[src/design/kci_pkg.sv]
// Shared constants, keyframe tables and pipeline geometry for the keyframe color interpolator.
package kci_pkg;

  localparam int SLOT_COUNT      = 16;
  localparam int IDX_W           = $clog2(SLOT_COUNT);
  localparam int KEYFRAME_COUNT  = 7;
  localparam int TIME_W          = 16;
  localparam int CHAN_W          = 8;
  localparam int RGB_W           = 3 * CHAN_W;
  localparam int QUOT_W          = 8;
  localparam int SEARCH_STAGES   = 1;
  localparam int MIX_STAGES      = 3;
  localparam int PIPE_STAGES     = SEARCH_STAGES + QUOT_W + MIX_STAGES;

  localparam logic [TIME_W-1:0] T_0000 = 16'd0;
  localparam logic [TIME_W-1:0] T_0500 = 16'd13653;
  localparam logic [TIME_W-1:0] T_0540 = 16'd15473;
  localparam logic [TIME_W-1:0] T_0600 = 16'd16384;
  localparam logic [TIME_W-1:0] T_0700 = 16'd19114;
  localparam logic [TIME_W-1:0] T_1700 = 16'd46421;
  localparam logic [TIME_W-1:0] T_1740 = 16'd48241;
  localparam logic [TIME_W-1:0] T_1800 = 16'd49152;
  localparam logic [TIME_W-1:0] T_1820 = 16'd50062;
  localparam logic [TIME_W-1:0] T_1900 = 16'd51882;

  function automatic logic [TIME_W-1:0] kf_time(input logic moon, input logic [IDX_W-1:0] idx);
    logic [TIME_W-1:0] t;
    if (moon) begin
      case (idx)
        4'd0:    t = T_0000;
        4'd1:    t = T_0500;
        4'd2:    t = T_0540;
        4'd3:    t = T_0600;
        4'd4:    t = T_1740;
        4'd5:    t = T_1800;
        default: t = T_1900;
      endcase
    end else begin
      case (idx)
        4'd0:    t = T_0000;
        4'd1:    t = T_0540;
        4'd2:    t = T_0600;
        4'd3:    t = T_0700;
        4'd4:    t = T_1700;
        4'd5:    t = T_1800;
        default: t = T_1820;
      endcase
    end
    return t;
  endfunction

  function automatic logic [RGB_W-1:0] kf_rgb(input logic moon, input logic [IDX_W-1:0] idx);
    logic [RGB_W-1:0] c;
    if (moon) begin
      case (idx)
        4'd0:    c = 24'h606870;
        4'd1:    c = 24'h606870;
        4'd2:    c = 24'h404448;
        4'd3:    c = 24'h000000;
        4'd4:    c = 24'h000000;
        4'd5:    c = 24'h404448;
        default: c = 24'h606870;
      endcase
    end else begin
      case (idx)
        4'd0:    c = 24'h000000;
        4'd1:    c = 24'h000000;
        4'd2:    c = 24'hE08080;
        4'd3:    c = 24'hFFF0E0;
        4'd4:    c = 24'hFFF0E0;
        4'd5:    c = 24'hFFE0B0;
        default: c = 24'h000000;
      endcase
    end
    return c;
  endfunction

endpackage

[src/design/kci_seg_search.sv]
// Segment search stage: pick the keyframe segment, register elapsed time, span and end colors.
module kci_seg_search #(
  parameter int KEYFRAME_COUNT = kci_pkg::KEYFRAME_COUNT
) (
  input  logic                         clk_i,
  input  logic                         en_i,
  input  logic [kci_pkg::TIME_W-1:0]   time_of_day_i,
  input  logic                         use_moon_table_i,
  output logic [kci_pkg::TIME_W-1:0]   elapsed_o,
  output logic [kci_pkg::TIME_W-1:0]   span_o,
  output logic [2*kci_pkg::RGB_W-1:0]  colors_o
);
  import kci_pkg::*;

  localparam int CNT = (KEYFRAME_COUNT > SLOT_COUNT) ? SLOT_COUNT :
                       (KEYFRAME_COUNT < 1) ? 1 : KEYFRAME_COUNT;

  logic [CNT-1:0]     hit;
  logic               found;
  logic [IDX_W-1:0]   seg;
  logic [TIME_W-1:0]  a_t;
  logic [TIME_W-1:0]  b_t;
  logic [RGB_W-1:0]   a_c;
  logic [RGB_W-1:0]   b_c;
  logic [RGB_W-1:0]   last_c;
  logic [TIME_W-1:0]  elapsed_d, elapsed_q;
  logic [TIME_W-1:0]  span_d, span_q;
  logic [2*RGB_W-1:0] colors_d, colors_q;

  always_comb begin
    hit = '0;
    for (int i = 0; i + 1 < CNT; i++) begin
      hit[i] = (time_of_day_i < kf_time(use_moon_table_i, IDX_W'(i + 1))) &&
               (kf_time(use_moon_table_i, IDX_W'(i + 1)) >
                kf_time(use_moon_table_i, IDX_W'(i)));
    end
  end

  always_comb begin
    found = 1'b0;
    seg   = '0;
    for (int i = CNT - 1; i >= 0; i--) begin
      if (hit[i]) begin
        found = 1'b1;
        seg   = IDX_W'(i);
      end
    end
  end

  always_comb begin
    a_t    = kf_time(use_moon_table_i, seg);
    b_t    = kf_time(use_moon_table_i, seg + IDX_W'(1));
    a_c    = kf_rgb(use_moon_table_i, seg);
    b_c    = kf_rgb(use_moon_table_i, seg + IDX_W'(1));
    last_c = kf_rgb(use_moon_table_i, IDX_W'(CNT - 1));
    if (found) begin
      elapsed_d = (time_of_day_i >= a_t) ? (time_of_day_i - a_t) : '0;
      span_d    = b_t - a_t;
      colors_d  = {a_c, b_c};
    end else begin
      elapsed_d = '0;
      span_d    = TIME_W'(1);
      colors_d  = {last_c, last_c};
    end
  end

  always_ff @(posedge clk_i) begin
    if (en_i) begin
      elapsed_q <= elapsed_d;
      span_q    <= span_d;
      colors_q  <= colors_d;
    end
  end

  assign elapsed_o = elapsed_q;
  assign span_o    = span_q;
  assign colors_o  = colors_q;

endmodule

[src/design/kci_divider.sv]
// Pipelined restoring divider: blend factor = elapsed * 255 / span, one quotient bit per stage.
module kci_divider #(
  parameter int SIDE_W = 2 * kci_pkg::RGB_W
) (
  input  logic                        clk_i,
  input  logic                        en_i,
  input  logic [kci_pkg::TIME_W-1:0]  elapsed_i,
  input  logic [kci_pkg::TIME_W-1:0]  span_i,
  input  logic [SIDE_W-1:0]           side_i,
  output logic [kci_pkg::QUOT_W-1:0]  quot_o,
  output logic [SIDE_W-1:0]           side_o
);
  import kci_pkg::*;

  localparam int NUM_W = TIME_W + QUOT_W;

  logic [TIME_W-1:0] rem_q  [QUOT_W];
  logic [QUOT_W-1:0] low_q  [QUOT_W];
  logic [QUOT_W-1:0] quot_q [QUOT_W];
  logic [TIME_W-1:0] span_q [QUOT_W];
  logic [SIDE_W-1:0] side_q [QUOT_W];

  logic [NUM_W-1:0] num;
  assign num = {elapsed_i, QUOT_W'(0)} - {QUOT_W'(0), elapsed_i};

  for (genvar s = 0; s < QUOT_W; s++) begin : g_step
    logic [TIME_W-1:0] rem_in;
    logic [QUOT_W-1:0] low_in;
    logic [QUOT_W-1:0] quot_in;
    logic [TIME_W-1:0] span_in;
    logic [SIDE_W-1:0] side_in;
    logic [TIME_W:0]   trial;
    logic [TIME_W:0]   diff;
    logic              ge;

    if (s == 0) begin : g_first
      assign rem_in  = num[NUM_W-1:QUOT_W];
      assign low_in  = num[QUOT_W-1:0];
      assign quot_in = '0;
      assign span_in = span_i;
      assign side_in = side_i;
    end else begin : g_next
      assign rem_in  = rem_q[s-1];
      assign low_in  = low_q[s-1];
      assign quot_in = quot_q[s-1];
      assign span_in = span_q[s-1];
      assign side_in = side_q[s-1];
    end

    assign trial = {rem_in, low_in[QUOT_W-1]};
    assign diff  = trial - {1'b0, span_in};
    assign ge    = (trial >= {1'b0, span_in});

    always_ff @(posedge clk_i) begin
      if (en_i) begin
        rem_q[s]  <= ge ? diff[TIME_W-1:0] : trial[TIME_W-1:0];
        low_q[s]  <= {low_in[QUOT_W-2:0], 1'b0};
        quot_q[s] <= {quot_in[QUOT_W-2:0], ge};
        span_q[s] <= span_in;
        side_q[s] <= side_in;
      end
    end
  end

  assign quot_o = quot_q[QUOT_W-1];
  assign side_o = side_q[QUOT_W-1];

endmodule

[src/design/kci_mix.sv]
// Channel blend pipeline: start + trunc((end - start) * factor / 255), clamped to 0..255.
module kci_mix (
  input  logic                        clk_i,
  input  logic                        en_i,
  input  logic [kci_pkg::CHAN_W-1:0]  from_i,
  input  logic [kci_pkg::CHAN_W-1:0]  to_i,
  input  logic [kci_pkg::QUOT_W-1:0]  weight_i,
  output logic [kci_pkg::CHAN_W-1:0]  channel_o
);
  import kci_pkg::*;

  logic signed [CHAN_W:0]     delta;
  logic signed [2*CHAN_W+1:0] prod_d, prod_q;
  logic [CHAN_W-1:0]          from1_q, from2_q;
  logic [2*CHAN_W+1:0]        mag;
  logic [15:0]                x;
  logic [16:0]                sum;
  logic [8:0]                 q0;
  logic [16:0]                q0x255;
  logic [16:0]                rem;
  logic [8:0]                 q1;
  logic [CHAN_W-1:0]          quot_d, quot_q;
  logic                       neg_q;
  logic signed [CHAN_W+1:0]   v;
  logic [CHAN_W-1:0]          chan_d, chan_q;

  assign delta  = $signed({1'b0, to_i}) - $signed({1'b0, from_i});
  assign prod_d = delta * $signed({1'b0, weight_i});

  always_comb begin
    mag    = prod_q[2*CHAN_W+1] ? 18'(-prod_q) : 18'(prod_q);
    x      = mag[15:0];
    sum    = {1'b0, x} + {9'b0, x[15:8]};
    q0     = sum[16:8];
    q0x255 = {q0, 8'b0} - {8'b0, q0};
    rem    = {1'b0, x} - q0x255;
    q1     = (rem >= 17'd255) ? (q0 + 9'd1) : q0;
    quot_d = q1[CHAN_W-1:0];
  end

  always_comb begin
    v = neg_q ? ($signed({2'b0, from2_q}) - $signed({2'b0, quot_q}))
              : ($signed({2'b0, from2_q}) + $signed({2'b0, quot_q}));
    if (v < 0) begin
      chan_d = '0;
    end else if (v > 10'sd255) begin
      chan_d = '1;
    end else begin
      chan_d = v[CHAN_W-1:0];
    end
  end

  always_ff @(posedge clk_i) begin
    if (en_i) begin
      prod_q  <= prod_d;
      from1_q <= from_i;
      quot_q  <= quot_d;
      neg_q   <= prod_q[2*CHAN_W+1];
      from2_q <= from1_q;
      chan_q  <= chan_d;
    end
  end

  assign channel_o = chan_q;

endmodule

[src/design/keyframe_color_interpolator_core.sv]
// Top level of the keyframe color interpolator: search, divide and blend pipeline.
//
//   channel | direction | handshake                | payload
//   input   | in        | in_valid_i / in_ready_o  | time_of_day_i, use_moon_table_i
//   output  | out       | out_valid_o / out_ready_i| red_o, green_o, blue_o
//
// One word per cycle while the output is not stalled; the pipeline has one search stage,
// eight divider stages (one quotient bit each) and three blend stages.
// Reset clears only the stage valid bits; the datapath carries no reset.
// A stall at the output freezes the whole pipeline; in_ready_o drops only while
// the last stage holds a word that is not taken.
module keyframe_color_interpolator_core #(
  parameter int KEYFRAME_COUNT = kci_pkg::KEYFRAME_COUNT
) (
  input  logic                        clk_i,
  input  logic                        rst_ni,
  input  logic                        in_valid_i,
  output logic                        in_ready_o,
  input  logic [kci_pkg::TIME_W-1:0]  time_of_day_i,
  input  logic                        use_moon_table_i,
  output logic                        out_valid_o,
  input  logic                        out_ready_i,
  output logic [kci_pkg::CHAN_W-1:0]  red_o,
  output logic [kci_pkg::CHAN_W-1:0]  green_o,
  output logic [kci_pkg::CHAN_W-1:0]  blue_o
);
  import kci_pkg::*;

  logic                   en;
  logic [PIPE_STAGES-1:0] valid_d, valid_q;
  logic [TIME_W-1:0]      elapsed;
  logic [TIME_W-1:0]      span;
  logic [2*RGB_W-1:0]     colors_s;
  logic [2*RGB_W-1:0]     colors_d;
  logic [QUOT_W-1:0]      weight;

  assign en         = !valid_q[PIPE_STAGES-1] || out_ready_i;
  assign in_ready_o = en;
  assign valid_d    = {valid_q[PIPE_STAGES-2:0], in_valid_i};

  always_ff @(posedge clk_i or negedge rst_ni) begin
    if (!rst_ni) begin
      valid_q <= '0;
    end else if (en) begin
      valid_q <= valid_d;
    end
  end

  kci_seg_search #(
    .KEYFRAME_COUNT(KEYFRAME_COUNT)
  ) u_search (
    .clk_i           (clk_i),
    .en_i            (en),
    .time_of_day_i   (time_of_day_i),
    .use_moon_table_i(use_moon_table_i),
    .elapsed_o       (elapsed),
    .span_o          (span),
    .colors_o        (colors_s)
  );

  kci_divider #(
    .SIDE_W(2 * RGB_W)
  ) u_div (
    .clk_i    (clk_i),
    .en_i     (en),
    .elapsed_i(elapsed),
    .span_i   (span),
    .side_i   (colors_s),
    .quot_o   (weight),
    .side_o   (colors_d)
  );

  kci_mix u_mix_r (
    .clk_i    (clk_i),
    .en_i     (en),
    .from_i   (colors_d[2*RGB_W-1 -: CHAN_W]),
    .to_i     (colors_d[RGB_W-1 -: CHAN_W]),
    .weight_i (weight),
    .channel_o(red_o)
  );

  kci_mix u_mix_g (
    .clk_i    (clk_i),
    .en_i     (en),
    .from_i   (colors_d[2*RGB_W-CHAN_W-1 -: CHAN_W]),
    .to_i     (colors_d[RGB_W-CHAN_W-1 -: CHAN_W]),
    .weight_i (weight),
    .channel_o(green_o)
  );

  kci_mix u_mix_b (
    .clk_i    (clk_i),
    .en_i     (en),
    .from_i   (colors_d[RGB_W+CHAN_W-1 -: CHAN_W]),
    .to_i     (colors_d[CHAN_W-1:0]),
    .weight_i (weight),
    .channel_o(blue_o)
  );

  assign out_valid_o = valid_q[PIPE_STAGES-1];

endmodule
[config.mk]
export PLATFORM = sky130hd
export DESIGN_NAME = keyframe_color_interpolator_core
export DESIGN_NICKNAME = d
export VERILOG_FILES = /design/src/design/kci_pkg.sv /design/src/design/kci_seg_search.sv /design/src/design/kci_divider.sv /design/src/design/kci_mix.sv /design/src/design/keyframe_color_interpolator_core.sv
export SDC_FILE = /design/constraint.sdc
export NUM_CORES = 2
export LEC_CHECK = 0
export ABC_AREA = 1
export BUFFER_PORTS_ARGS = -buffer_cell sky130_fd_sc_hd__buf_2
export CAP_MARGIN = 0
export CORE_MARGIN = 2
export CORE_UTILIZATION = 48
export DETAILED_ROUTE_END_ITERATION = 8
export GPL_TIMING_DRIVEN = 0
export SYNTH_ARGS = -nofsm -noshare
export SYNTH_HDL_FRONTEND = slang
export SYNTH_HIERARCHICAL = 1
export SYNTH_SLANG_ARGS = --single-unit
[constraint.sdc]
create_clock -name clk_i -period 7.96 [get_ports clk_i]
set_input_delay 0.398 -clock clk_i [delete_from_list [all_inputs] [get_ports clk_i]]
set_output_delay 0.398 -clock clk_i [all_outputs]
set_load 0.01 [all_outputs]
== Word level (Yosys, flattened, before mapping) ==
Memories as Yosys holds them, arrays and structs flattened.
Cells that the tools add are included.

* $mul: 3
* Reductions and logical operators: 15
* Muxes and demuxes: 53
* Equality and inequality tests: 10
* $add $sub $neg: 36
* Magnitude comparators: 30

{| class="wikitable"
|+ Operators with widths
! cell !! number
|-
| 16-bit one-hot mux with 6 select lines || 4
|-
| 16-bit two-way mux || 13
|-
| 16-bit subtractor || 10
|-
| 24-bit one-hot mux with 3 select lines || 2
|-
| 17-bit by 16-bit >= comparator with 1-bit output || 8
|-
| 23-bit one-hot mux with 2 select lines || 2
|-
| 9-bit by 9-bit multiplier with 18-bit output || 3
|-
| 8-bit by 8-bit subtractor with 9-bit output || 6
|-
| 16-bit by 8-bit adder with 17-bit output || 3
|-
| 17-bit by 8-bit >= comparator with 1-bit output (second input constant) || 3
|-
| 16-bit by 17-bit subtractor with 17-bit output || 3
|-
| 17-bit by 9-bit subtractor with 17-bit output || 3
|-
| 12-bit two-way mux || 4
|-
| 24-bit two-way mux || 2
|-
| 48-bit two-way mux || 1
|-
| 8-bit two-way mux || 6
|-
| 16-bit negation || 3
|-
| 16-bit by 15-bit less-than comparator with 1-bit output || 2
|-
| 16-bit less-than comparator || 2
|-
| 10-bit by 9-bit greater-than comparator with 1-bit output (second input constant) || 3
|-
| 10-bit by 1-bit less-than comparator with 1-bit output (second input constant) || 3
|-
| 10-bit two-way mux || 3
|-
| 8-bit by 8-bit adder with 9-bit output || 3
|-
| 8-bit by 1-bit adder with 8-bit output (second input constant) || 3
|-
| 27 further kinds || 52
|}

* Output and inout port bits: 26
* Bits in writable memories: 760
* Input bits: 21
* Memories kept: 5
* Flip-flop bits (word level): 245
* Word-level logic and storage cells: 174

{| class="wikitable"
|+ Memories
! memory !! depth !! width !! rd ports !! clocked after Yosys merged registers in !! write ports !! RTL line !! source
|-
| u_div.side_q || 8 || 48 || 8 || 0 || 8 || kci_divider.sv:21 || <nowiki>logic [SIDE_W-1:0] side_q [QUOT_W];</nowiki>
|-
| u_div.rem_q || 8 || 16 || 7 || 0 || 8 || kci_divider.sv:17 || <nowiki>logic [TIME_W-1:0] rem_q [QUOT_W];</nowiki>
|-
| u_div.span_q || 8 || 16 || 7 || 0 || 8 || kci_divider.sv:20 || <nowiki>logic [TIME_W-1:0] span_q [QUOT_W];</nowiki>
|-
| u_div.quot_q || 8 || 8 || 8 || 0 || 8 || kci_divider.sv:19 || <nowiki>logic [QUOT_W-1:0] quot_q [QUOT_W];</nowiki>
|-
| u_div.low_q || 8 || 7 || 7 || 0 || 8 || kci_divider.sv:18 || <nowiki>logic [QUOT_W-1:0] low_q [QUOT_W];</nowiki>
|}

== Depth between registers and ports, before layout ==
* Word-level depth: 15
* Depth in mapped cells: 41
* Gate-level depth less buffers: 41

== Modules after synthesis ==
The synthesis kept the hierarchy.

{| class="wikitable"
|+ Modules (own cells, without submodules)
! module !! area each (um^2) !! cells each !! sequential area each (um^2) !! instances
|-
| kci_divider || 29245.5 || 2309 || 20179.4 || 1
|-
| kci_mix (u_mix_g) || 7574.8 || 984 || 1501.4 || 1
|-
| kci_mix (u_mix_b) || 7572.3 || 994 || 1501.4 || 1
|-
| kci_mix (u_mix_r) || 7502.2 || 962 || 1501.4 || 1
|-
| kci_seg_search || 4476.8 || 565 || 1621.6 || 1
|-
| keyframe_color_interpolator_core || 481.7 || 52 || 300.3 || 1
|}

== Worst setup path before layout ==
OpenSTA, ideal clock, no wires.

* Path kind: register -> register
* From: memory u_div/side_q[1][154] in the netlist's numbering
* To: register u_mix_g.prod_q[14], data pin
* Required time: 7.702 ns
* Buffers on the path: 0
* Stages on the path, launching flop included: 32
* Library setup time: 0.258 ns
* Arrival time: 5.652 ns
* Setup slack: 2.051 ns
* Clock period less this slack: 5.909 ns
* Cell sequence: edfxtp_1 -> ha_1 -> nand3_1 -> and2_1 -> or2_2 -> nand2_1 -> a21oi_1 -> or2_2 -> nand2_1 -> a21oi_1 -> or2_2 -> nand2_1 -> inv_1 -> nand2_1 -> fa_1 -> fa_1 -> fa_1 -> fa_1 -> inv_1 -> ha_1 -> a21oi_1 -> o21ai_0 -> a21oi_1 -> o21ai_0 -> nand2_1 -> nand2_1 -> a21oi_1 -> inv_1 -> a21oi_1 -> nor2_1 -> nor2_1 -> xnor2_1

{| class="wikitable"
|+ RTL lines
! what !! RTL line !! source
|-
| start: declaration || kci_divider.sv:21 ||
|-
| end signal: assignment || kci_mix.sv:55 || <nowiki>prod_q <= prod_d;</nowiki>
|-
| end: declaration || kci_mix.sv:13 || <nowiki>logic signed [2*CHAN_W+1:0] prod_d, prod_q;</nowiki>
|}

==> out/summary.txt <==
Outcome: complete, no violations
RSZ-0062 raised after global routing: false
Port Buf Inserts: 46
GPL Wtd Cong: 0.891
CTS tree: built
Largest net degree at the start of global routing: 134
Io pins: 47
Crit path buf inv count: 5
Diode count: 0
DIE AREA: 121000 µm²
Die Span Y: 348 µm
Worst-Margin Slew: 1070 ps
Dpl hpwl: 92100 µm
CP arrival: 7280 ps
Worst r2r src: u_div/side_q[1][144]$_DFFE_PP_
Setup crit start kind: flop
HP Class: primary input to async pin
Final routed DRC violation total: 0
Synthesized area: 56900 µm²
CP Max Fanout: 5
Met3 WL: 3480 µm
Async set-reset flop share out of synthesis: 1.35%
Row count: 126
Crit path depth: 31
Max Cap Viol: 0
CP max stage delay: 560 ps
Met1 WL: 53700 µm
CTS H-tree lvls: 3
Drt via density: 5.00
Post-synth cell types: 67
Slowest-stage cell, CP: fa_1
Vias: 38188
Fin crit period: 6890 ps
Vias in the first global route: 37487
Initial DRC Count: 2483
All-layer global routing usage: 19.5%
Fill cells: 10642
WL final: 116000 µm
Worst-Skew Late Latency: 700 ps
Final Core Density: 53.1%
Layout area overhead: 9.96%
Clock Tree Buf Depth: 3
CP startpoint: u_div/side_q[1][144]$_DFFE_PP_
Crit path to: u_mix_b/prod_q[14]$_DFFE_PP_
Flops & latches, synth: 888
CP top delay family: adder cells
Seq/Total Area, Yosys: 46.8%
Count of final hold-check violations: 0
Fmax: 145 MHz
Root buf cell: clkbuf_16
CTS clk-pin slew, worst paths: 60 ps
Post-synth EDFFs: 876
NumNets Final: 6709
WL met2: 55700 µm
Main synth FF type: edfxtp_1
Highest metal used: met4
R2R Path End: u_mix_b/prod_q[14]$_DFFE_PP_
Worst R2R Setup Slack: 1070 ps
GR Overflow Total: 0
Mapped Avg Cell Area: 9.69 µm²
Syn. warnings: 6
Critical Path Most Common Cell: nand2_1
CTS Buf Count: 94
Setup TNS: 0 ps
Post-route setup slack: 1070 ps
Crit end category: flop
Core Area: 118000 µm²
Clock Sink Count: 888
Initial core utilization: 48.3%
WP data required: 8350 ps
Synth Instances: 5866
Chip Width: 348 µm
DR WL/cell: 15.2 µm
Path depth of the worst reg2reg path: 31
Most common cell after layout, fill and taps aside: nand2_1
Clock Skews: 56.0 ps
Resized cells post-CTS: 0
Rel. slew slack: 28.7%
Initial antenna violation count: 0
Commonest non-fill, non-tap cells in the layout: 1205 x nand2_1, 1054 x inv_1, 876 x edfxtp_1, 463 x ha_1, 429 x nor2_1
Pre-CTS setup slack: 1210 ps
Max Slew Vio Count: 0
DR pass1 iterations: 5
Crit share post-route: 86.6%
Type of the worst setup path: flop to flop
DRT antenna net count: 0
Layout cells sized above 1: 8.48%
First-pass GRT wire length: 191000 µm
Endpoints failing setup: 0
[worst min-delay path by stage]
| stage | from | endpoint | slack [ps] | cells past startpoint |
|---|---|---|---|---|
| 6_report | rst_ni | valid_q[0]$_DFFE_PN0P_ | 120 | 2 |
| 5_1_grt | rst_ni | valid_q[6]$_DFFE_PN0P_ | 120 | 2 |
| 4_1_cts | rst_ni | valid_q[6]$_DFFE_PN0P_ | 90 | 2 |
| 3_5_place_dp | rst_ni | valid_q[0]$_DFFE_PN0P_ | 300 | 1 |
| 3_3_place_gp | rst_ni | valid_q[0]$_DFFE_PN0P_ | 290 | 1 |
| 2_1_floorplan | rst_ni | valid_q[0]$_DFFE_PN0P_ | 100 | 0 |
[synthesized netlist by cell type (all sizes together), types with 3 or more instances]
master | count | area (µm²)
o211ai | 9 | 67.6
nand2 | 1309 | 5300
o21ai | 201 | 1050
nand3 | 352 | 1920
and2 | 6 | 37.5
clkbuf | 24 | 90.1
a21oi | 315 | 1610
edfxtp | 876 | 26300
dfrtp | 12 | 300
a31oi | 16 | 115
a21boi | 3 | 26.3
or2 | 37 | 231
a21o | 15 | 113
buf | 60 | 465
inv | 1078 | 4050
xnor2 | 56 | 490
xor2 | 182 | 1650
o21bai | 29 | 221
nor3 | 33 | 203
nor4 | 9 | 62.6
a221oi | 3 | 26.3
nand3b | 24 | 180
o21a | 10 | 75.1
nor2 | 458 | 1860
nor3b | 7 | 103
fa | 198 | 3960
nand4 | 66 | 428
ha | 463 | 5790
[layout make-up]
class	instances	area [µm²]	area share (%)
plain buffers	84	559	0.895
clock buffers	116	2430	3.89
clock inverters	61	817	1.31
inverters	1080	4060	6.49
multi-input cells	3823	25700	41.1
flip-flops and latches	888	26600	42.6
well taps	1536	1920	3.07
repair buffers	56	453	0.724
[registers in the layout, summed over array words and instances (netlist names), 12 cells and up]
name	count
u_search/colors_o	22
u_search/elapsed_o	16
u_div/span_q	112
u_mix_b/prod_q	17
valid_q	12
u_div/side_q	384
u_div/rem_q	112
u_mix_g/prod_q	17
u_mix_r/prod_q	17
u_div/quot_q	36
u_search/span_o	16
u_div/low_q	28
[kinds of logic (layout without fill, tap and decap cells)]
kind of cell               Yosys count  in the layout  synth area share (%)
xor gates and xnor gates           238            238                  3.77
and+or+nand+nor                   2302           2302                  18.2
adders and majority gates          661            661                  17.2
buffers and inverters             1164           1397                  8.11
muxes                                1              1                0.0176
other                                1             10               0.00660
AOI/OAI and AO/OA                  611            611                  5.94
DFF                                888            888                  46.8
[repair_timing]
| action | 4_1_cts | 5_1_grt |
|---|---|---|
| hold endpoints to repair | 14 | 0 |
| hold buffers | 3 | 0 |
| buffers inserted | 0 | 0 |
| setup endpoints to repair | 0 | 0 |
[through the flow]
stage	hold slack (ps)	instance area [µm²]	std cells
final	119	62500	7644
after global routing	121	62500	7644
after CTS	88.3	62500	7644
after detailed placement	296	59200	7464
after global placement	292	59000	7457
after floorplan	102	56900	5875
[per-layer routing]
layer,track usage [%],up-vias
met3,1.96,171
met5,0,-
met1,26.1,17933
li1,-,19512
met2,33.1,572
met4,6.58,0
Power is not shown: default switching activity piles up to over one toggle a cycle in this logic, so the estimate is an artifact.
